`src/rtl/assert_macros.svh`:
```
// ----------------------------------------------------------------------------
// Assertion macros
// Shared property forms for the phase table RTL; expect clk and rst_n in scope.
// ----------------------------------------------------------------------------
`ifndef ASSERT_MACROS_SVH
`define ASSERT_MACROS_SVH

// Same-cycle implication, disabled during reset
`define NTPT_ASSERT_IMP(lbl, ante, cons) \
  lbl: assert property (@(posedge clk) disable iff (!rst_n) (ante) |-> (cons)) \
    else $error("assertion failed");

// Next-cycle implication, disabled during reset
`define NTPT_ASSERT_NXT(lbl, ante, cons) \
  lbl: assert property (@(posedge clk) disable iff (!rst_n) (ante) |=> (cons)) \
    else $error("assertion failed");

`endif

```
`src/rtl/ntpt_pkg.sv`:
```
// ----------------------------------------------------------------------------
// ntpt_pkg
// Types, widths and codes shared by the nearest-timestamp phase table.
// ----------------------------------------------------------------------------
package ntpt_pkg;

  localparam int PHASE_BITS = 16;
  localparam int STAMP_W    = 32;
  localparam int ENTRY_W    = STAMP_W + PHASE_BITS;

  // Stream widths
  localparam int IN_TDATA_W  = 48;
  localparam int IN_TUSER_W  = 2;
  localparam int OUT_TDATA_W = 96;
  localparam int OUT_TUSER_W = 3;

  // Request kinds
  localparam logic CMD_ADD   = 1'b0;
  localparam logic CMD_QUERY = 1'b1;

  typedef logic signed [PHASE_BITS-1:0] phase_t;
  typedef logic [STAMP_W-1:0]           stamp_t;

  // Control of the nearest-entry compare unit
  typedef struct packed {
    logic clr;  // start a new search
    logic smp;  // entry on the read data is valid this cycle
  } seek_ctl_t;

endpackage

```
`src/rtl/ntpt_div.sv`:
```
// ----------------------------------------------------------------------------
// ntpt_div
// Restoring divider, one quotient bit per cycle; signed sum over unsigned
// count, quotient truncated toward zero.
// ----------------------------------------------------------------------------
module ntpt_div #(
  parameter int NUM_W = 25,
  parameter int DEN_W = 9
) (
  input  logic                    clk,
  input  logic                    rst_n,
  input  logic                    start,
  input  logic signed [NUM_W-1:0] num,
  input  logic [DEN_W-1:0]        den,
  output logic                    done,
  output ntpt_pkg::phase_t        quo
);

  localparam int STEP_W = $clog2(NUM_W + 1);
  localparam int PB     = ntpt_pkg::PHASE_BITS;

  logic              busy_r, busy_nxt;
  logic              done_r, done_nxt;
  logic [STEP_W-1:0] step_r, step_nxt;
  logic [DEN_W:0]    rem_r, rem_nxt;
  logic [NUM_W-1:0]  acc_r, acc_nxt;
  logic [DEN_W-1:0]  den_r, den_nxt;
  logic              neg_r, neg_nxt;
  logic [DEN_W:0]    rem_sh;
  logic              ge;
  logic [PB-1:0]     mag;

  // Shift in the next dividend bit, subtract when it fits
  assign rem_sh = {rem_r[DEN_W-1:0], acc_r[NUM_W-1]};
  assign ge     = (rem_sh >= {1'b0, den_r});

  always_comb begin
    busy_nxt = busy_r;
    done_nxt = 1'b0;
    step_nxt = step_r;
    rem_nxt  = rem_r;
    acc_nxt  = acc_r;
    den_nxt  = den_r;
    neg_nxt  = neg_r;
    if (start) begin
      busy_nxt = 1'b1;
      step_nxt = STEP_W'(NUM_W);
      rem_nxt  = '0;
      acc_nxt  = num[NUM_W-1] ? (~num + 1'b1) : num;
      den_nxt  = den;
      neg_nxt  = num[NUM_W-1];
    end else if (busy_r) begin
      rem_nxt  = ge ? (rem_sh - {1'b0, den_r}) : rem_sh;
      acc_nxt  = {acc_r[NUM_W-2:0], ge};
      step_nxt = step_r - 1'b1;
      if (step_r == STEP_W'(1)) begin
        busy_nxt = 1'b0;
        done_nxt = 1'b1;
      end
    end
  end

  always_ff @(posedge clk) begin
    if (!rst_n) begin
      busy_r <= 1'b0;
      done_r <= 1'b0;
      step_r <= '0;
    end else begin
      busy_r <= busy_nxt;
      done_r <= done_nxt;
      step_r <= step_nxt;
    end
  end

  always_ff @(posedge clk) begin
    rem_r <= rem_nxt;
    acc_r <= acc_nxt;
    den_r <= den_nxt;
    neg_r <= neg_nxt;
  end

  // Apply the sign of the sum to the magnitude
  assign mag  = acc_r[PB-1:0];
  assign quo  = neg_r ? ntpt_pkg::phase_t'(~mag + 1'b1) : ntpt_pkg::phase_t'(mag);
  assign done = done_r;

endmodule

```
`config.mk`:
```
export PLATFORM = sky130hd
export DESIGN_NAME = ntpt_div
export DESIGN_NICKNAME = d
export VERILOG_FILES = /design/src/rtl/assert_macros.svh /design/src/rtl/ntpt_pkg.sv /design/src/rtl/ntpt_div.sv
export SDC_FILE = /design/constraint.sdc
export NUM_CORES = 1
export LEC_CHECK = 0
export BUFFER_PORTS_ARGS = -buffer_cell sky130_fd_sc_hd__buf_2
export CORE_UTILIZATION = 55
export CTS_CLUSTER_DIAMETER = 60
export CTS_CLUSTER_SIZE = 30
export DETAILED_ROUTE_END_ITERATION = 10
export GPL_ROUTABILITY_DRIVEN = 0
export PLACE_DENSITY = 0.86
export SLEW_MARGIN = 20
export SYNTH_ARGS = -nofsm -noshare
export SYNTH_HDL_FRONTEND = slang
export SYNTH_SLANG_ARGS = --single-unit
export TNS_END_PERCENT = 10
```
`constraint.sdc`:
```
create_clock -name clk -period 2.6 [get_ports clk]
set_input_delay 0.26 -clock clk [delete_from_list [all_inputs] [get_ports clk]]
set_output_delay 0.26 -clock clk [all_outputs]
set_load 0.01 [all_outputs]
```
### After elaboration in Yosys (flattened, before gate mapping)

Cells that the tools add are included.

| storage, ports and cells | value |
|---|---|
| flip-flop bits (word level) | 51 |
| logic and storage cells | 32 |

| cells by class | value |
|---|---|
| $add $sub $neg | 4 |
| order comparisons | 1 |
| equal/unequal tests | 1 |
| multiplexer cells | 11 |
| bitwise logic cells | 4 |
| reductions and logical operators | 3 |

Operators with widths:

| operator | number |
|---|---|
| $mux W25 | 3 |
| $add A25 B1 Y25 const B | 1 |
| $not A25 Y25 | 1 |
| $add A16 B1 Y16 const B | 1 |
| $mux W16 | 1 |
| $not A16 Y16 | 1 |
| $ge A10 B9 Y1 | 1 |
| $mux W5 | 2 |
| $mux W9 | 1 |
| $sub A9 B9 Y9 | 1 |
| $eq A5 B1 Y1 const B | 1 |
| $sub A5 B1 Y5 const B | 1 |
| $mux W1 | 4 |
| $reduce_or A3 Y1 | 1 |
| $not A1 Y1 | 2 |
| $reduce_bool A2 Y1 | 1 |
| $reduce_or A2 Y1 | 1 |

### Logic depth before layout (Yosys ltp)

Gate-level depths: netlist of the first run.

| logic depth | value |
|---|---|
| depth in word-level cells | 4 |
| mapped depth | 10 |

### Least setup slack after synthesis of the first run

No wires, ideal clock.

| timing | value |
|---|---|
| kind | register to register |
| from | register acc_r[24] |
| to | register acc_r[0], data pin |
| library setup time | 0.276 ns |
| arrival | 1.969 ns |
| data required time | 2.324 ns |
| slack | 0.355 ns |
| cell stages (with the launch flop) | 9 |
| buffers on the path | 0 |
| period minus slack after synthesis | 2.245 ns |
| path through | edfxtp_1 -> inv_1 -> ha_1 -> inv_1 -> fa_1 -> a211oi_1 -> o211ai_1 -> a21oi_1 -> mux2i_1 |

| on the way | value |
|---|---|
| cells in the longest elaborated chain, start to end | 3 |

Ends and longest elaborated chain:

| item | RTL line | text |
|---|---|---|
| from (decl) | ntpt_div.sv:26 | `logic [NUM_W-1:0] acc_r, acc_nxt;` |
| from (signal assigned) | ntpt_div.sv:77 | `acc_r <= acc_nxt;` |
| $ge A10 B9 Y1 | ntpt_div.sv:35 | `assign ge = (rem_sh >= {1'b0, den_r});` |
| $mux W25 | ntpt_div.sv:52 | `end else if (busy_r) begin` |
| $mux W25 | ntpt_div.sv:45 | `if (start) begin` |
| net acc_nxt[0] | ntpt_div.sv:26 |  |

The timed path passes the listed nets, and every way through them passes these cells. The select of a mux whose other input is x is not followed.
A chain may end at the register's enable or synchronous reset.

### Worst setup path after layout of the first run

| timing | value |
|---|---|
| from | register acc_r[24] |
| to | register rem_r[2] |

| on the way | value |
|---|---|
| cells in the longest elaborated chain, start to end | 2 |

Ends and longest elaborated chain:

| item | RTL line | text |
|---|---|---|
| $sub A9 B9 Y9 / $ge A10 B9 Y1 (equally long branches) | ntpt_div.sv:53, ntpt_div.sv:35 |  |
| $mux W9 * | ntpt_div.sv:53 | `rem_nxt = ge ? (rem_sh - {1'b0, den_r}) : rem_sh;` |
| to (signal assigned) | ntpt_div.sv:76 | `rem_r <= rem_nxt;` |
| to (decl) | ntpt_div.sv:25 | `logic [DEN_W:0] rem_r, rem_nxt;` |

Mark *: on every way between the ends. The rest lies on a longest branch, timed or not.

==> results.py, run 1 <==
metrics = {
    "status": {
        "status": "finished, final reports clean",
    },
    "clock_tree": {
        "cts_root_buffer": "clkbuf_8",
        "insertion_delay_ns": 0.30,
        "clk_pin_slew_ns": 0.08,
        "post_cts_buffers": 0,
        "clkSinkCount": 51,
        "cts_buffers": 5,
        "ctsResizeCount": 0,
        "clock_path_buffers": 2,
        "cts_hold_buf": 0,
        "cts-htree-levels": 2,
        "cts_tree": "built",
    },
    "synth": {
        "synth_edf_count": 35,
        "syn_avg_cell_area_um2": 9.28,
        "syn_inst": 347,
        "ys_types": 42,
        "yosysTopAreaCell": "edfxtp_1",
        "synth_nets": 398,
        "yosysWarningCount": 0,
        "netlist.area_leader.share_pct": 32.6,
        "synthTopCellsByArea": "edfxtp_1 33%, dfxtp_1 9.9%, xor2_1 7.9%, nor2_1 5.1%, ha_1 5.1%",
        "synth_flop_cell": "edfxtp_1",
        "synthArstFlopShare_pct": 0,
        "syn_area_um2": 3220,
        "synth_seq_area_share_pct": 42.6,
        "ys_ff_latch": 51,
    },
    "pwr": {
        "p_sw_uw": 530,
        "pwr-share-seq_pct": 54.4,
        "switching_share_pct": 28.6,
        "p_int_mw": 1.32,
        "clockPowerShare_pct": 23.4,
        "power_frac_comb_pct": 22.2,
        "power_density_nw_per_um2": 511,
        "power_leakage_nw": 1.47,
        "vdd_drop_max_mv": 0.373,
    },
    "run": {
        "cap_viol_max_count": 0,
    },
    "die": {
        "placement_rows": 27,
        "start_util_pct": 57.8,
        "core_um2": 5570,
        "die_w_um": 78.5,
        "io_pins": 54,
        "dieArea_um2": 6160,
        "die_height_um": 78.5,
    },
    "worst_setup_path": {
        "worstPathMaxFanout": 6,
        "slowest_delay_ns": 0.40,
        "crit_arrival_ns": 2.58,
        "worstPathRequired_ns": 2.82,
        "cpMostUsedCell": "inv_1",
        "end_kind": "flip-flop",
        "crit_slowest_cell": "fa_1",
        "startpoint_type": "flip-flop",
        "crit_chain": "inv_1 -> ha_1 -> inv_1 -> fa_1 -> a211oi_1 -> o211ai_1 -> a21o_1 -> mux2i_1 -> o21ai_0",
        "worstSetupPathType": "flip-flop to flip-flop",
    },
    "global_routing": {
        "grt_pass1_vias": 2462,
        "grt_pass1_wl_mm": 11.0,
        "grt_antenna_before_repair": 0,
        "grt_max_degree": 67,
        "grt_overflow": 0,
        "grt_usage_pct": 22.7,
    },
    "sta": {
        "relSlewSlack_pct": 32.6,
        "max_slew.worst_pin.slew_ns": 1.01,
        "drv_slew": 0,
        "setup_tns_ns": 0,
        "rsz0062_at_grt": "no",
        "setup_viol": 0,
        "hold_ws_ns": 0.130,
        "fmax_mhz": 423,
        "hold_violations": 0,
        "min_period_ns": 2.36,
        "fin_crit_sh_pct": 90.8,
        "finClkSkew_ns": 0.00257,
    },
    "detailed_routing": {
        "drc": 0,
        "vias": 2656,
        "postRouteAntennaNets": 0,
        "drt_wl_total_mm": 6.65,
        "drt_pre_antenna_iters": 4,
        "drtIter0Drc": 184,
        "post_drt_wl_per_cell_um": 14.2,
        "viasPerCell": 5.66,
    },
    "placed_design": {
        "place_area_um2": 3540,
        "dp_hpwl_mm": 4.91,
        "io_buffers": 53,
    },
    "layout": {
        "fillers": 465,
        "layout-drive-gt1-share_pct": 16.6,
        "antennaDiodeCount": 0,
        "syn2layout_area_growth_pct": 12.5,
        "fin_area_um2": 3620,
        "nets": 447,
    },
    "hold_path": {
        "hold_path_class": "input pin to flip-flop",
    },
}
kinds of logic after synthesis:
kind of cell               after synthesis  synth area share, %
DFF                                     51                 42.6
and+or+nand+nor                        108                 16.1
adders and majority gates               14                 5.67
xor gates and xnor gates                44                 12.0
buffers and inverters                   35                 4.20
muxes                                    7                 2.18
AOI/OAI and AO/OA                       88                 17.3
final cells by class:
type | instances | area, um^2 | area share [%]
clock buffers | 8 | 80.1 | 2.21
inverters | 21 | 78.8 | 2.18
multi-input cells | 261 | 1710 | 47.3
flip-flops and latches | 51 | 1370 | 37.9
well taps | 72 | 90.1 | 2.49
repair buffers | 56 | 288 | 7.95
synthesized netlist by cell type, types with 2 or more instances:
cell and n:
nor2_1 44, edfxtp_1 35, a21oi_1 29, xor2_1 29, nand2_1 23, o21ai_0 22
inv_1 21, dfxtp_1 16, xnor2_1 15, ha_1 13, o31ai_1 12, clkbuf_1 10
nand3_1 8, mux2i_1 7, nor3_1 6, o41ai_1 6, a211oi_1 5, nand2b_1 5
a21o_1 4, nor2b_1 4, buf_1 3, nand4_1 3, or4_1 3, a32oi_1 2
nand3b_1 2, nor4_1 2, nor4b_1 2, o311ai_0 2
cell usage in the layout, fill, tap and decap left out, types with 4 or more instances in the layout:
cell and instances:
inv_1 21, mux2i_1 7, nor2_1 44, o31ai_1 12, edfxtp_1 35, clkbuf_8 5, nor3_1 6, a211oi_1 5
xor2_1 29, nand2b_1 5, a21o_1 4, xnor2_1 15, buf_2 53, o21ai_0 22, o41ai_1 6, dfxtp_1 16
nand2_1 23, nand3_1 8, ha_1 13, a21oi_1 29, nor2b_1 4
critical path: cells and delay by family (launching register included):
family,cells,cell delay (ns)
compound gates,4,1.04
fa+ha+maj,2,0.56
flops,1,0.39
buf+inv,2,0.14
mux,1,0.14
metrics by stage:
step	setup WS, ns	std cells	util (%)	power [mW]
final	0.238	469	65.0	1.85
after CTS	0.231	469	65.0	1.87
after global routing	0.0268	469	65.0	1.95
after detailed placement	0.272	461	63.5	1.43
after global placement	0.366	461	63.5	1.42
after floorplan	0.355	347	-	1.29
worst paths after layout:
path / cells after the start / endpoint / from / slack [ns]
max: 9 / rem_r[2]$_SDFFE_PP0P_ / acc_r[24]$_DFFE_PP_ / 0.24
max reg2reg: 9 / rem_r[2]$_SDFFE_PP0P_ / acc_r[24]$_DFFE_PP_ / 0.24
min reg2reg: 2 / rem_r[5]$_SDFFE_PP0P_ / rem_r[5]$_SDFFE_PP0P_ / 0.49
min: 1 / den_r[3]$_DFFE_PP_ / den[3] / 0.13
power groups by stage:
stage,logic (mW),clock network (mW),registers (mW)
finish,0.411,0.433,1.01
CTS,0.413,0.447,1.01
global route,0.462,0.471,1.02
global placement,0.398,0,1.02
detailed placement,0.410,0,1.03
floorplan,0.283,0,1.00
metal layers:
metal	up-vias	track usage, %	routed length, um	part of all wire (%)
met4	0	7.78	102	1.5
met1	1222	29.8	2950	44
li1	1355	-	-	-
met3	9	3.72	273	4.1
met2	70	37.9	3320	50
met5	-	0	0	0
sequential cells by signal, summed over array words and instances, names as in the netlist:
name	count
den_r	9
acc_r	25
done	1
step_r	5
neg_r	1
busy_r	1
rem_r	9
(Power assumes the default switching activity.)
==> inputs of run 2 (changes only) <==
- CORE_ASPECT_RATIO: not set -> 0.75
- PLACE_DENSITY: 0.86 -> 0.77
==> results.py, run 2 (synthesized netlist as in run 1, its figures left out) <==
metrics = {
    "clock_tree": {
        "clock_path_buffers": 2,
        "cts-htree-levels": 2,
        "clkSinkCount": 51,
        "cts_hold_buf": 0,
        "cts_tree": "built",
        "cts_buffers": 5,
        "insertion_delay_ns": 0.30,
        "clk_pin_slew_ns": 0.09,
        "cts_root_buffer": "clkbuf_8",
        "post_cts_buffers": 0,
        "ctsResizeCount": 0,
    },
    "detailed_routing": {
        "drt_wl_total_mm": 6.75,
        "drc": 0,
        "drt_pre_antenna_iters": 4,
        "viasPerCell": 5.54,
        "postRouteAntennaNets": 0,
        "post_drt_wl_per_cell_um": 14.3,
        "vias": 2619,
        "drtIter0Drc": 153,
    },
    "sta": {
        "max_slew.worst_pin.slew_ns": 0.656,
        "drv_slew": 0,
        "relSlewSlack_pct": 56.2,
        "setup_tns_ns": 0,
        "finClkSkew_ns": 0.00603,
        "setup_ws_ns": 0.155,
        "rsz0062_at_grt": "no",
        "setup_viol": 0,
        "fmax_mhz": 409,
        "fin_crit_sh_pct": 94.0,
        "min_period_ns": 2.44,
        "hold_violations": 0,
    },
    "layout": {
        "layout-drive-gt1-share_pct": 17.1,
        "nets": 448,
        "top_register": "acc_r",
        "fin_area_um2": 3630,
        "final_cell_mix": "53 x buf_2, 44 x nor2_1, 35 x edfxtp_1",
        "final_common_cell": "buf_2",
        "antennaDiodeCount": 0,
        "syn2layout_area_growth_pct": 12.9,
        "stdcell_count": 473,
        "reg_top3": "acc_r: 25 flops, den_r: 9 flops, rem_r: 9 flops",
        "largest_reg_flops": 25,
    },
    "pwr": {
        "power_leakage_nw": 1.48,
        "p_int_mw": 1.32,
        "power_frac_comb_pct": 22.3,
        "p_sw_uw": 541,
        "pwr-share-seq_pct": 54.1,
        "vdd_drop_max_mv": 0.289,
        "switching_share_pct": 29.1,
        "finalPower_mw": 1.86,
        "clockPowerShare_pct": 23.6,
        "power_density_nw_per_um2": 512,
    },
    "hold_path": {
        "hold_path_class": "input pin to flip-flop",
    },
    "worst_setup_path": {
        "crit_path_end": "quo[15]",
        "timing.rr.start": "acc_r[24]$_DFFE_PP_",
        "slowest_delay_ns": 0.47,
        "end_kind": "output pin",
        "cp_top_family": "simple AND/OR/NAND/NOR gates",
        "crit_start": "acc_r[0]$_DFFE_PP_",
        "path_depth": 5,
        "startpoint_type": "flip-flop",
        "r2r_slack_ns": 0.21,
        "reg2regPathDepth": 9,
        "crit_slowest_cell": "edfxtp_1",
        "crit_chain": "nor3_1 -> nand4_1 -> o31ai_1 -> xnor2_1 -> buf_2",
        "worstPathMaxFanout": 4,
        "worstPathRequired_ns": 2.34,
        "rr_endpoint": "rem_r[4]$_SDFFE_PP0P_",
        "worstSetupPathType": "flip-flop to output pin",
        "crit_arrival_ns": 2.18,
        "crit_buf_inv": 1,
    },
    "die": {
        "die_w_um": 90.3,
        "dieArea_um2": 6170,
        "core_um2": 5500,
        "start_util_pct": 58.6,
        "placement_rows": 23,
        "die_height_um": 68.3,
        "io_pins": 54,
    },
    "global_routing": {
        "grt_pass1_vias": 2448,
        "grt_pass1_wl_mm": 11.2,
        "grt_usage_pct": 23.2,
        "grt_antenna_before_repair": 0,
        "grt_overflow": 0,
        "grt_max_degree": 67,
    },
    "status": {
        "status": "finished, final reports clean",
    },
    "placed_design": {
        "dp.cells": 465,
        "pre_cts_ws_ns": 0.262,
        "dp_hpwl_mm": 5.02,
        "io_buffers": 53,
        "place_area_um2": 3550,
    },
    "run": {
        "cap_viol_max_count": 0,
    },
}
-- run 2: worst register-to-register path, delay by kind of cell (launching register included) --
family / cells / cell delay, ns
fa+ha+maj: 2 / 0.53
flops: 1 / 0.39
buf+inv: 2 / 0.12
mux: 1 / 0.22
compound gates: 4 / 1.00
-- run 2: final cells by class --
type	count	area, um^2
Fill cell	444	1860
Multi-Input combinational cell	261	1710
Sequential cell	51	1370
Timing Repair Buffer	57	295
Tap cell	75	93.8
Inverter	21	78.8
Clock buffer	7	76.3
Clock inverter	1	5.00
-- run 2: worst min-delay path by stage --
stage | from | end | slack (ns) | depth (start not counted)
finish | den[6] | den_r[6]$_DFFE_PP_ | 0.13 | 1
CTS | den[4] | den_r[4]$_DFFE_PP_ | 0.12 | 1
detailed placement | den[2] | den_r[2]$_DFFE_PP_ | 0.44 | 1
floorplan | den[0] | den_r[0]$_DFFE_PP_ | 0.36 | 0
global route | den[1] | den_r[1]$_DFFE_PP_ | 0.12 | 1
global placement | den[4] | den_r[4]$_DFFE_PP_ | 0.44 | 1
-- run 2: power by group through the flow --
stage	Clock [mW]	Sequential, mW	Combinational (mW)
after floorplan	0	1.00	0.283
after global placement	0	1.02	0.403
after detailed placement	0	1.03	0.414
after CTS	0.455	1.01	0.416
after global routing	0.475	1.02	0.468
final	0.440	1.01	0.414
-- run 2: per-layer routing --
layer | wire length (um) | global-route usage, %
met2 | 2860 | 36.3
met5 | 0 | 0
met4 | 80 | 6.85
met1 | 3430 | 32.8
met3 | 383 | 4.78
-- run 2: stage by stage --
| stage | utilization, % | hold slack [ns] |
|---|---|---|
| detailed placement | 64.6 | 0.439 |
| global placement | 64.6 | 0.437 |
| floorplan | - | 0.359 |
| finish | 66.1 | 0.129 |
| CTS | 66.1 | 0.119 |
| global route | 66.1 | 0.117 |
