$ cat src/rtl/assert_macros.svh
// ----------------------------------------------------------------------------
// Assertion macros
// Shared property forms for the phase table RTL; expect clk and rst_n in scope.
// ----------------------------------------------------------------------------
`ifndef ASSERT_MACROS_SVH
`define ASSERT_MACROS_SVH

// Same-cycle implication, disabled during reset
`define NTPT_ASSERT_IMP(lbl, ante, cons) \
  lbl: assert property (@(posedge clk) disable iff (!rst_n) (ante) |-> (cons)) \
    else $error("assertion failed");

// Next-cycle implication, disabled during reset
`define NTPT_ASSERT_NXT(lbl, ante, cons) \
  lbl: assert property (@(posedge clk) disable iff (!rst_n) (ante) |=> (cons)) \
    else $error("assertion failed");

`endif

$ cat src/rtl/ntpt_pkg.sv
// ----------------------------------------------------------------------------
// ntpt_pkg
// Types, widths and codes shared by the nearest-timestamp phase table.
// ----------------------------------------------------------------------------
package ntpt_pkg;

  localparam int PHASE_BITS = 16;
  localparam int STAMP_W    = 32;
  localparam int ENTRY_W    = STAMP_W + PHASE_BITS;

  // Stream widths
  localparam int IN_TDATA_W  = 48;
  localparam int IN_TUSER_W  = 2;
  localparam int OUT_TDATA_W = 96;
  localparam int OUT_TUSER_W = 3;

  // Request kinds
  localparam logic CMD_ADD   = 1'b0;
  localparam logic CMD_QUERY = 1'b1;

  typedef logic signed [PHASE_BITS-1:0] phase_t;
  typedef logic [STAMP_W-1:0]           stamp_t;

  // Control of the nearest-entry compare unit
  typedef struct packed {
    logic clr;  // start a new search
    logic smp;  // entry on the read data is valid this cycle
  } seek_ctl_t;

endpackage

$ cat src/rtl/ntpt_seek.sv
// ----------------------------------------------------------------------------
// ntpt_seek
// Nearest-entry tracker: one distance and compare per streamed entry, the
// later entry winning a tie.
// ----------------------------------------------------------------------------
module ntpt_seek (
  input  logic                clk,
  input  logic                rst_n,
  input  ntpt_pkg::seek_ctl_t ctl,
  input  ntpt_pkg::stamp_t    stamp,
  input  ntpt_pkg::stamp_t    t_in,
  input  ntpt_pkg::phase_t    p_in,
  output logic                found,
  output ntpt_pkg::phase_t    near
);

  logic             any_r, any_nxt;
  ntpt_pkg::stamp_t best_r, best_nxt;
  ntpt_pkg::phase_t ph_r, ph_nxt;
  ntpt_pkg::stamp_t span;

  // Absolute time distance
  assign span = (stamp >= t_in) ? (stamp - t_in) : (t_in - stamp);

  always_comb begin
    any_nxt  = any_r;
    best_nxt = best_r;
    ph_nxt   = ph_r;
    if (ctl.clr) begin
      any_nxt = 1'b0;
      ph_nxt  = '0;
    end else if (ctl.smp && (!any_r || span <= best_r)) begin
      any_nxt  = 1'b1;
      best_nxt = span;
      ph_nxt   = p_in;
    end
  end

  always_ff @(posedge clk) begin
    if (!rst_n) begin
      any_r <= 1'b0;
      ph_r  <= '0;
    end else begin
      any_r <= any_nxt;
      ph_r  <= ph_nxt;
    end
  end

  always_ff @(posedge clk) begin
    best_r <= best_nxt;
  end

  assign found = any_r;
  assign near  = ph_r;

endmodule
$ cat config.mk
export PLATFORM = sky130hd
export DESIGN_NAME = ntpt_seek
export DESIGN_NICKNAME = d
export VERILOG_FILES = /design/src/rtl/assert_macros.svh /design/src/rtl/ntpt_pkg.sv /design/src/rtl/ntpt_seek.sv
export SDC_FILE = /design/constraint.sdc
export NUM_CORES = 1
export LEC_CHECK = 0
export ABC_AREA = 1
export BUFFER_PORTS_ARGS = -buffer_cell sky130_fd_sc_hd__buf_2
export CORE_MARGIN = 1.5
export CORE_UTILIZATION = 36
export DETAILED_ROUTE_END_ITERATION = 8
export SKIP_LAST_GASP = 1
export SLEW_MARGIN = 30
export SYNTH_ARGS = -nofsm -noshare
export SYNTH_HDL_FRONTEND = slang
export SYNTH_SLANG_ARGS = --single-unit
$ cat constraint.sdc
create_clock -name clk -period 6.8 [get_ports clk]
set_clock_uncertainty 0.1 [all_clocks]
set_input_delay 1.36 -clock clk [delete_from_list [all_inputs] [get_ports clk]]
set_output_delay 1.36 -clock clk [all_outputs]
set_load 0.01 [all_outputs]
After elaboration in Yosys (flattened, before gate mapping)
Index checks and enable logic that the tools add are counted.
W data, S select, Z words.

operators by class
  add/sub/neg operators = 2
  magnitude comparators = 2
  multiplexer cells = 1
  bitwise operators = 2
  reduce and logical (&&, ||, !) cells = 5

operator list
  kind                 number
  $sub A32 B32 Y32     2
  $ge A32 B32 Y1       1
  $le A32 B32 Y1       1
  $mux W32             1
  $not A1 Y1           2
  $reduce_and A2 Y1    1
  $reduce_or A2 Y1     1
  $logic_and A1 B1 Y1  1
  $logic_not A1 Y1     1
  $logic_or A1 B1 Y1   1

word-level totals
  register bits = 49
  input bits = 84
  word-level logic and storage cells = 15

Longest topological paths before layout
Gate-level depths: netlist of the first run.

  depth after elaboration = 6
  mapped depth = 34
  gate-level depth less buffers = 31

Least setup slack after synthesis of the first run
OpenSTA, ideal clock, no wires.

  kind = input to register
  start = input port stamp[0]
  end = register best_r[0], enable pin
  arrival time = 5,505 ps
  data required time = 6,279 ps
  slack = 774 ps
  cell stages on the path = 28
  path through = inv_1 > ha_1 > inv_1 > fa_1 > nand2_2 > nand2_2 > nand2_1 > nand2_1 > nand2_1 > nand3_1 > nand2_1 > nand3_2 > inv_2 > buf_6 > nand2_1 > nand2_1 > inv_1 > ha_1 > a21oi_1 > nor2_1 > nor2_1 > nand3_1 > a21oi_1 > nand2_1 > nand2_1 > buf_2 > nand2_1 > nor2_1

between the ends
  longest elaborated chain between the ends = 6
  elaborated cells on any way between the ends = 8
  classes of those cells = 2 x add/sub; 2 x order compare; 1 x mux; 3 x reduce/logical

ends and longest elaborated chain
  item                                                RTL line         text
  start: declaration                                  ntpt_seek.sv:10  input ntpt_pkg::stamp_t stamp,
  $sub A32 B32 Y32 or $ge A32 B32 Y1 (tied branches)  ntpt_seek.sv:23  assign span = (stamp >= t_in) ? (stamp - t_in) : (t_in - stamp);
  $mux W32 (*)                                        ntpt_seek.sv:23
  net span[21]                                        ntpt_seek.sv:20  ntpt_pkg::stamp_t span;
  $le A32 B32 Y1 (*)                                  ntpt_seek.sv:32  end else if (ctl.smp && (!any_r || span <= best_r)) begin
  $logic_or A1 B1 Y1 (*)                              ntpt_seek.sv:32
  $logic_and A1 B1 Y1 (*)                             ntpt_seek.sv:32
  $reduce_and A2 Y1 (no source line) (*)              n/a
  end signal: assignment                              ntpt_seek.sv:50  best_r <= best_nxt;
  end: declaration                                    ntpt_seek.sv:18  ntpt_pkg::stamp_t best_r, best_nxt;

The timed path passes the listed nets; every way through them passes the cells marked *.
A chain may end at the register's enable or synchronous reset.

Worst setup path after layout of the first run
  start = input port stamp[0]
  end = register best_r[4], enable pin

The elaborated chain is that of the path after synthesis.

==> results of run 1 <==
## sequential cells by signal, indices dropped and copies added, names as in the netlist
register,flops
best_r,32
found,1
near,16
## metrics by stage
stage / total power [uW] / cells / area, um2
final: 1290 / 1577 / 8120
after global routing: 1410 / 1577 / 8120
after CTS: 1300 / 1577 / 8120
after detailed placement: 1050 / 1569 / 7970
after global placement: 1040 / 1569 / 7970
after floorplan: 859 / 1218 / 7210
## final cells by class
| class | instances | share of cell area (%) |
|---|---|---|
| Sequential cell | 49 | 16.0 |
| Multi-Input combinational cell | 889 | 59.4 |
| Clock inverter | 3 | 0.278 |
| Clock buffer | 5 | 1.54 |
| Timing Repair Buffer | 104 | 6.54 |
| Tap cell | 265 | 4.09 |
| Inverter | 262 | 12.1 |
## power by group through the flow
stage | clock (uW) | sequential [uW] | combinational [uW]
after floorplan | 0 | 370 | 489
after global placement | 0 | 368 | 675
after detailed placement | 0 | 369 | 679
after CTS | 256 | 362 | 682
after global routing | 266 | 364 | 779
final | 248 | 362 | 682
## worst max-delay path: stages
cell and delay, ps:
buf_2 110, inv_1 50, ha_1 170, inv_1 80, fa_1 460, nand2_2 120, nand2_2 70, nand2_1 60
nand2_1 90, nand2_1 90, nand3_1 70, nand2_1 80, nand3_2 90, inv_2 370, nand2_1 90, nand2_1 80
inv_1 50, ha_1 300, nand2_1 70, nor2_1 140, nand4_1 150, nor2_1 110, a21boi_0 80, nand2_1 70
buf_4 300, nand2_1 110, nor2_2 120, buf_4 280
## metal layers
metal  track usage (%)  part of all wire, %  routed length [um]  vias to the layer above
li1                  -                    -                   -                     3927
met1              26.1                   49                9820                     3157
met2              32.4                   44                8790                      202
met3              1.26                  4.4                 893                       37
met4              7.71                  3.5                 700                        0
met5                 0                    0                   0                        -
## synthesized netlist by cell type (all sizes together)
cell type	n	area share, %
nand2	421	22
inv	261	14
a21oi	100	7.2
ha	95	16
nor2	90	5.0
nand3	61	4.3
o21ai	52	3.6
xor2	38	4.6
edfxtp	32	13
dfxtp	17	4.7
buf	14	1.3
nand4	8	0.69
xnor2	6	0.73
a21boi	5	0.52
clkbuf	4	0.23
o21a	3	0.31
a21o	2	0.21
fa	2	0.56
nor3	2	0.14
o21bai	2	0.21
and3	1	0.087
clkinv	1	0.052
nand2b	1	0.087
## worst paths after layout
| check | start | to | slack [ps] |
|---|---|---|---|
| max reg2reg | best_r[7] | best_r[4] | 4290 |
| min reg2reg | near[6] | near[6] | 380 |
| min | near[6] | near[6] | 380 |
| max | stamp[0] | best_r[4] | 1430 |
## kinds of logic after synthesis
family	Yosys count
compound gates	164
xor+xnor	44
fa+ha+maj	97
buf+inv	280
flops	49
simple gates	584
==> results_dict.tcl, run 1 <==
set metrics [dict create \
    utilization_pct 41.6 \
    grt_pass1_wl_mm 31.8 \
    arrival_ps 5240 \
    fin_hold_ws_ps 378 \
    worstHoldPathType "reg2reg" \
    wl_per_cell_um 12.8 \
    nets 1492 \
    die_area_um2 20900 \
    antenna_found_initial 0 \
    path_max_fanout 33 \
    synthesis.nets 1399 \
    fin_crit_ps 5370 \
    clk_latency_ps 290 \
    synthXorXnorAreaFrac_pct 5.35 \
    num_antenna_cells 0 \
    grt_overflow 0 \
    synth-adder-area-share_pct 17.0 \
    reg2regPathDepth 12 \
    cts_tree "yes" \
    start_util_pct 36.9 \
    grt_pass1_vias 6649 \
    ys_warn_count 0 \
    drtPass1Iterations 7 \
    max_cap_violations 0 \
    dieHeight_um 144 \
    area_delta_synth_final_pct 12.6 \
    fin_crit_sh_pct 79.0 \
    p_sw_uw 560 \
    route.detailed.drc 0 \
    vias_per_cell 4.64 \
    multi_input_area_um2 4820 \
    clkPwrFrac_pct 19.2 \
    setup-tns-final_ps 0 \
    peakVddDrop_mv 0.0940 \
    syn-cell-area_um2 7210 \
    slew_viol_final 0 \
    vias 7323 \
    setup_viol 0 \
    synthesis.instances 1218 \
    synthMuxAreaShare_pct 0 \
    yosys.area_share.simple_pct 32.4 \
    ant_nets 0 \
    share_seq_of_total_power_pct 28.0 \
    synth.avg_cell_area_um2 5.92 \
    portBuffers 100 \
    drt_first_iter_violations 365 \
    cp-start-kind "primary input" \
    grt_max_degree 35 \
    postCtsSetupBuffers 0 \
    place_ws_ps 1130 \
    path_class "in2reg" \
    fill_cells 2170 \
    hpwl_mm 17.6 \
    synth_top_family_by_area "simple AND/OR/NAND/NOR gates" \
    cts_buffer_depth 2 \
    gp_congestion 0.947 \
    min_path_cells 2 \
    worst_pin_slew_ps 669 \
    worst_slack_ps 1430 \
    slew_headroom_pct 55.3 \
    cts_resized 0 \
    max_freq_ghz 0.186 \
    htreeDepth 2 \
    hold_viol_final 0 \
    std_cell_rows 51 \
    power.internal_uw 731 \
    ys_types 35 \
    cts.root.buffer_cell "clkbuf_16" \
    core_um2 19500 \
    cts-buffers-inserted 5 \
    cts.clk_slew.worst_paths_ps 70 \
    layout_common_cells "416 x nand2_1, 259 x inv_1, 100 x buf_2" \
    layout-drive-gt1-share_pct 9.83 \
    final_common_cell "nand2_1" \
    seq_area_um2 1300 \
    routed_wl_mm 20.2 \
    power_density_nw_per_um2 159 \
    grt_use_total_pct 19.4 \
    top_level_ports 101 \
    seq_area_frac_synth_pct 18.1 \
    p_sw_share_pct 43.4 \
    end_kind "register" \
    synth_compound_area_share_pct 12.0 \
    cts.sinks 49 \
    ys_seq_elements 49 \
    status "completed" \
    rsz0062_at_grt "no" \
    ctsHoldBuffers 0 \
    share_comb_of_total_power_pct 52.8 \
    leakage_uw 0.00481 \
    critPathRequiredTime_ps 6670 \
    die_w_um 144 \
]
(Power assumes the default switching activity.)
==> run 2, diff against run 1 <==
==> constraint.sdc (replaced) <==
create_clock -name clk -period 5.5 [get_ports clk]
set_clock_uncertainty 0.1 [all_clocks]
set_input_delay 1.1 -clock clk [delete_from_list [all_inputs] [get_ports clk]]
set_output_delay 1.1 -clock clk [all_outputs]
set_load 0.01 [all_outputs]
==> run 2 against run 1 <==
  * Die area is the same
  * Clock power grew 26%
  * First-iteration DRC count grew 24%
  * Sequential power grew 24%
  * Critical path depth shrank 1
  * Non-clock buffer count grew 3
  * Global-route usage grew 0.16 points
  * Via count is essentially flat
  * Clock-buffer cell count is the same
  * Combinational power grew 24%
  * Critical endpoint is now best_r[31]
==> results_dict.tcl, run 2 (synthesis results as in run 1) <==
set metrics [dict create \
    peakVddDrop_mv 0.125 \
    slew_viol_final 0 \
    grt_use_total_pct 19.6 \
    critPathRequiredTime_ps 5410 \
    cts_tree "yes" \
    hpwl_mm 17.7 \
    r2r-start "best_r[7]" \
    share_comb_of_total_power_pct 52.7 \
    clkPwrFrac_pct 19.4 \
    leakage_uw 0.00483 \
    arrival_ps 4930 \
    wl_met3_mm 1.12 \
    ctsHoldBuffers 0 \
    status "completed" \
    rsz0062_at_grt "no" \
    largest_reg_flops 32 \
    met1Wirelength_mm 9.59 \
    max_cap_violations 0 \
    worstHoldPathType "reg2reg" \
    path_max_fanout 30 \
    wl_met2_mm 8.85 \
    wl_per_cell_um 12.8 \
    std_cell_rows 51 \
    route.detailed.drc 0 \
    place_ws_ps 128 \
    die_w_um 144 \
    layout_common_cells "416 x nand2_1, 259 x inv_1, 100 x buf_2" \
    max_freq_ghz 0.199 \
    cts-buffers-inserted 5 \
    p_sw_share_pct 43.4 \
    cts_resized 0 \
    worst_slack_ps 475 \
    setup_viol 0 \
    worstSetupStartpoint "stamp[0]" \
    num_antenna_cells 0 \
    worst_pin_slew_ps 649 \
    top_layer "met4" \
    htreeDepth 2 \
    ant_nets 0 \
    fin_crit_ps 5020 \
    reg2regPathDepth 11 \
    vias 7319 \
    rr_endpoint "best_r[31]" \
    setup-tns-final_ps 0 \
    drt_first_iter_violations 451 \
    drtPass1Iterations 5 \
    postCtsSetupBuffers 0 \
    slowest_stage "fa_1" \
    power_density_nw_per_um2 197 \
    grt_overflow 0 \
    dieHeight_um 144 \
    cts.clk_slew.worst_paths_ps 70 \
    grt_max_degree 35 \
    routed_wl_mm 20.3 \
    grt_pass1_vias 6788 \
    path_class "in2reg" \
    critPathMaxStageDelay_ps 480 \
    core_um2 19500 \
    cts.root.buffer_cell "clkbuf_16" \
    power.internal_uw 910 \
    area_delta_synth_final_pct 13.1 \
    die_area_um2 20900 \
    share_seq_of_total_power_pct 27.9 \
    cp-start-kind "primary input" \
    clk_latency_ps 290 \
    layout-drive-gt1-share_pct 10.0 \
    fin_crit_sh_pct 91.4 \
    antenna_found_initial 0 \
    top_level_ports 101 \
    cts_buffer_depth 2 \
    grt_pass1_wl_mm 32.2 \
    r2r_slack_ps 3130 \
    fin_hold_ws_ps 377 \
    cts.sinks 49 \
    regMostFlops "best_r" \
    nets 1495 \
    vias_per_cell 4.63 \
    crit_path_end "best_r[31]" \
    hold_viol_final 0 \
    total_power_uw 1610 \
    start_util_pct 36.9 \
    p_sw_uw 696 \
    portBuffers 100 \
    final_common_cell "nand2_1" \
    cp_common_cell "nand2_1" \
    slew_headroom_pct 56.7 \
    end_kind "register" \
    gp_congestion 0.963 \
]
run 2: how the worst min path moves through the flow:
stage | startpoint | to | slack, ps | cells past startpoint
after floorplan | near[0] | near[0] | 420 | 2
after global placement | near[9] | near[9] | 360 | 2
after detailed placement | near[0] | near[0] | 360 | 2
after CTS | near[0] | near[0] | 380 | 2
after global routing | near[7] | near[7] | 400 | 2
final | near[0] | near[0] | 380 | 2
run 2: layer usage:
layer  vias to the layer above  global-route usage [%]
met5                         -                       0
met4                         0                    8.83
met3                        40                    1.62
met2                       219                    32.5
met1                      3131                    25.8
li1                       3929                       -
run 2: cell type report:
| type | instances | area (um2) |
|---|---|---|
| fill | 2170 | 11400 |
| multi-input combinational | 889 | 4820 |
| sequential | 49 | 1300 |
| inverter | 262 | 983 |
| timing repair buffer | 107 | 566 |
| tap | 265 | 332 |
| clock buffer | 5 | 125 |
| clock inverter | 3 | 23.8 |
run 2: power groups by stage:
stage,clock network [uW],logic [uW],registers [uW]
detailed placement,0,842,457
global route,337,974,451
floorplan,0,604,458
global placement,0,839,455
CTS,324,845,448
finish,312,846,448
run 2: metrics by stage:
step           cell area (um2)  std cells  util (%)
2_1_floorplan             7210       1218         -
3_3_place_gp              8000       1572      41.0
3_5_place_dp              8000       1572      41.0
4_1_cts                   8150       1580      41.7
5_1_grt                   8150       1580      41.7
6_report                  8150       1580      41.7
run 2: critical path, delay by kind of cell:
family | cells | cell delay, ps
and+or+nand+nor | 17 | 1860
adders and majority gates | 3 | 930
buffers and inverters | 6 | 910
AOI/OAI and AO/OA | 1 | 90
==> run 3, diff against run 2 <==
--- a/config.mk
+++ b/config.mk
@@ -10,6 +10,7 @@
 export CORE_MARGIN = 1.5
 export CORE_UTILIZATION = 36
 export DETAILED_ROUTE_END_ITERATION = 8
+export PLACE_DENSITY = 0.65
 export SKIP_LAST_GASP = 1
 export SLEW_MARGIN = 30
 export SYNTH_ARGS = -nofsm -noshare
==> run 3 against run 2 <==
  * Maximum frequency up 3.6%
  * Largest power group unchanged
  * Highest routed layer unchanged
  * Sequential power about the same
  * Sequential cell count unchanged
  * First-iteration DRC count down 6.7%
  * Final area down 0.43%
  * Via count up 1.3%
  * Critical path depth unchanged
  * Critical path type unchanged
  * Cell count down 0.19%
==> results_dict.tcl, run 3 (synthesis results as in run 1) <==
set metrics [dict create \
    max_cap_violations 0 \
    setup_viol 0 \
    postCtsSetupBuffers 0 \
    antenna_found_initial 0 \
    slew_viol_final 0 \
    num_antenna_cells 0 \
    fin_crit_ps 4850 \
    gp_congestion 0.982 \
    grt_pass1_vias 6779 \
    area_delta_synth_final_pct 12.6 \
    min_path_cells 2 \
    core_um2 19500 \
    hpwl_mm 17.7 \
    rsz0062_at_grt "no" \
    grt_max_degree 35 \
    cts_tree "yes" \
    share_seq_of_total_power_pct 27.8 \
    power_density_nw_per_um2 199 \
    start_util_pct 36.9 \
    std_cell_rows 51 \
    drt_first_iter_violations 421 \
    dp.cells 1569 \
    portBuffers 100 \
    worst_slack_ps 650 \
    regMostFlops "best_r" \
    layout-drive-gt1-share_pct 9.83 \
    p_sw_uw 705 \
    ctsHoldBuffers 0 \
    cts.sinks 49 \
    p_sw_share_pct 43.7 \
    grt_use_total_pct 19.9 \
    share_comb_of_total_power_pct 52.8 \
    route.detailed.drc 0 \
    arrival_ps 4730 \
    peakVddDrop_mv 0.114 \
    hold_viol_final 0 \
    largest_reg_flops 32 \
    die_w_um 144 \
    cts_resized 0 \
    worstHoldPathType "reg2reg" \
    wl_per_cell_um 13.0 \
    critPathMaxStageDelay_ps 470 \
    critPathRequiredTime_ps 5380 \
    ant_nets 0 \
    critical-path-top-delay-family "simple AND/OR/NAND/NOR gates" \
    path_class "in2reg" \
    worst_pin_slew_ps 663 \
    cp_num_cells 27 \
    layout_common_cells "416 x nand2_1, 259 x inv_1, 100 x buf_2" \
    instances_no_fill 1577 \
    die_area_um2 20900 \
    setup-tns-final_ps 0 \
    drtPass1Iterations 5 \
    dieHeight_um 144 \
    htreeDepth 2 \
    cts.clk_slew.worst_paths_ps 70 \
    slew_headroom_pct 55.8 \
    power.internal_uw 908 \
    fin_crit_sh_pct 88.2 \
    slowest_stage "fa_1" \
    clk_latency_ps 290 \
    leakage_uw 0.00481 \
    place_ws_ps 374 \
    final_common_cell "nand2_1" \
    path_max_fanout 30 \
    routed_wl_mm 20.5 \
    grt_pass1_wl_mm 32.6 \
    status "completed" \
    vias_per_cell 4.70 \
    cp-start-kind "primary input" \
    top_level_ports 101 \
    cts_buffer_depth 2 \
    vias 7416 \
    crit_buf_inv 6 \
    cts.root.buffer_cell "clkbuf_16" \
    nets 1492 \
    max_freq_ghz 0.206 \
    cts-buffers-inserted 5 \
    grt_overflow 0 \
    cp_common_cell "nand2_1" \
    clkPwrFrac_pct 19.5 \
    reg2regPathDepth 11 \
    end_kind "register" \
]
==> run 3: cell count changes in the layout (fill, tap and decap cells not counted), sizes merged <==
cell / previous run / this run
inv: 263 / 264
clkinv: 2 / 1
buf: 107 / 104
==> run 3: final timing paths <==
path / from / endpoint / slack (ps)
setup / recovery: stamp[0] / best_r[1] / 650
hold / removal: near[10] / near[10] / 380
setup reg to reg: best_r[7] / best_r[1] / 3280
hold reg to reg: near[10] / near[10] / 380
==> run 3: layout make-up <==
type	instances	area (um2)
fillers	2204	11400
multi-input cells	889	4820
flip-flops and latches	49	1300
inverters	262	983
repair buffers	104	531
well taps	265	332
clock buffers	5	125
clock inverters	3	23.8
==> run 3: routing by layer <==
metal / wire length [um] / GRT usage, %
met3: 916 / 1.29
met5: 0 / 0
met4: 677 / 8.29
met1: 9700 / 26.6
met2: 9160 / 33.4
==> run 3: power groups by stage <==
stage               registers (uW)  logic [uW]  clock network (uW)
floorplan                      458         604                   0
finish                         448         851                 314
global route                   451         971                 341
global placement               455         833                   0
detailed placement             457         843                   0
CTS                            448         847                 325
==> run 3: worst min-delay path: stages (launching register included) <==
cell     delay, ps
dfxtp_1        330
a21oi_1         40
nor2_1          80
==> run 3: per-stage QoR <==
stage,power (uW),instance area [um2],hold slack (ps),util (%)
6_report,1610,8120,381,41.6
5_1_grt,1760,8120,399,41.6
4_1_cts,1620,8120,386,41.6
3_5_place_dp,1300,7970,366,40.8
3_3_place_gp,1290,7970,359,40.8
2_1_floorplan,1060,7210,420,-
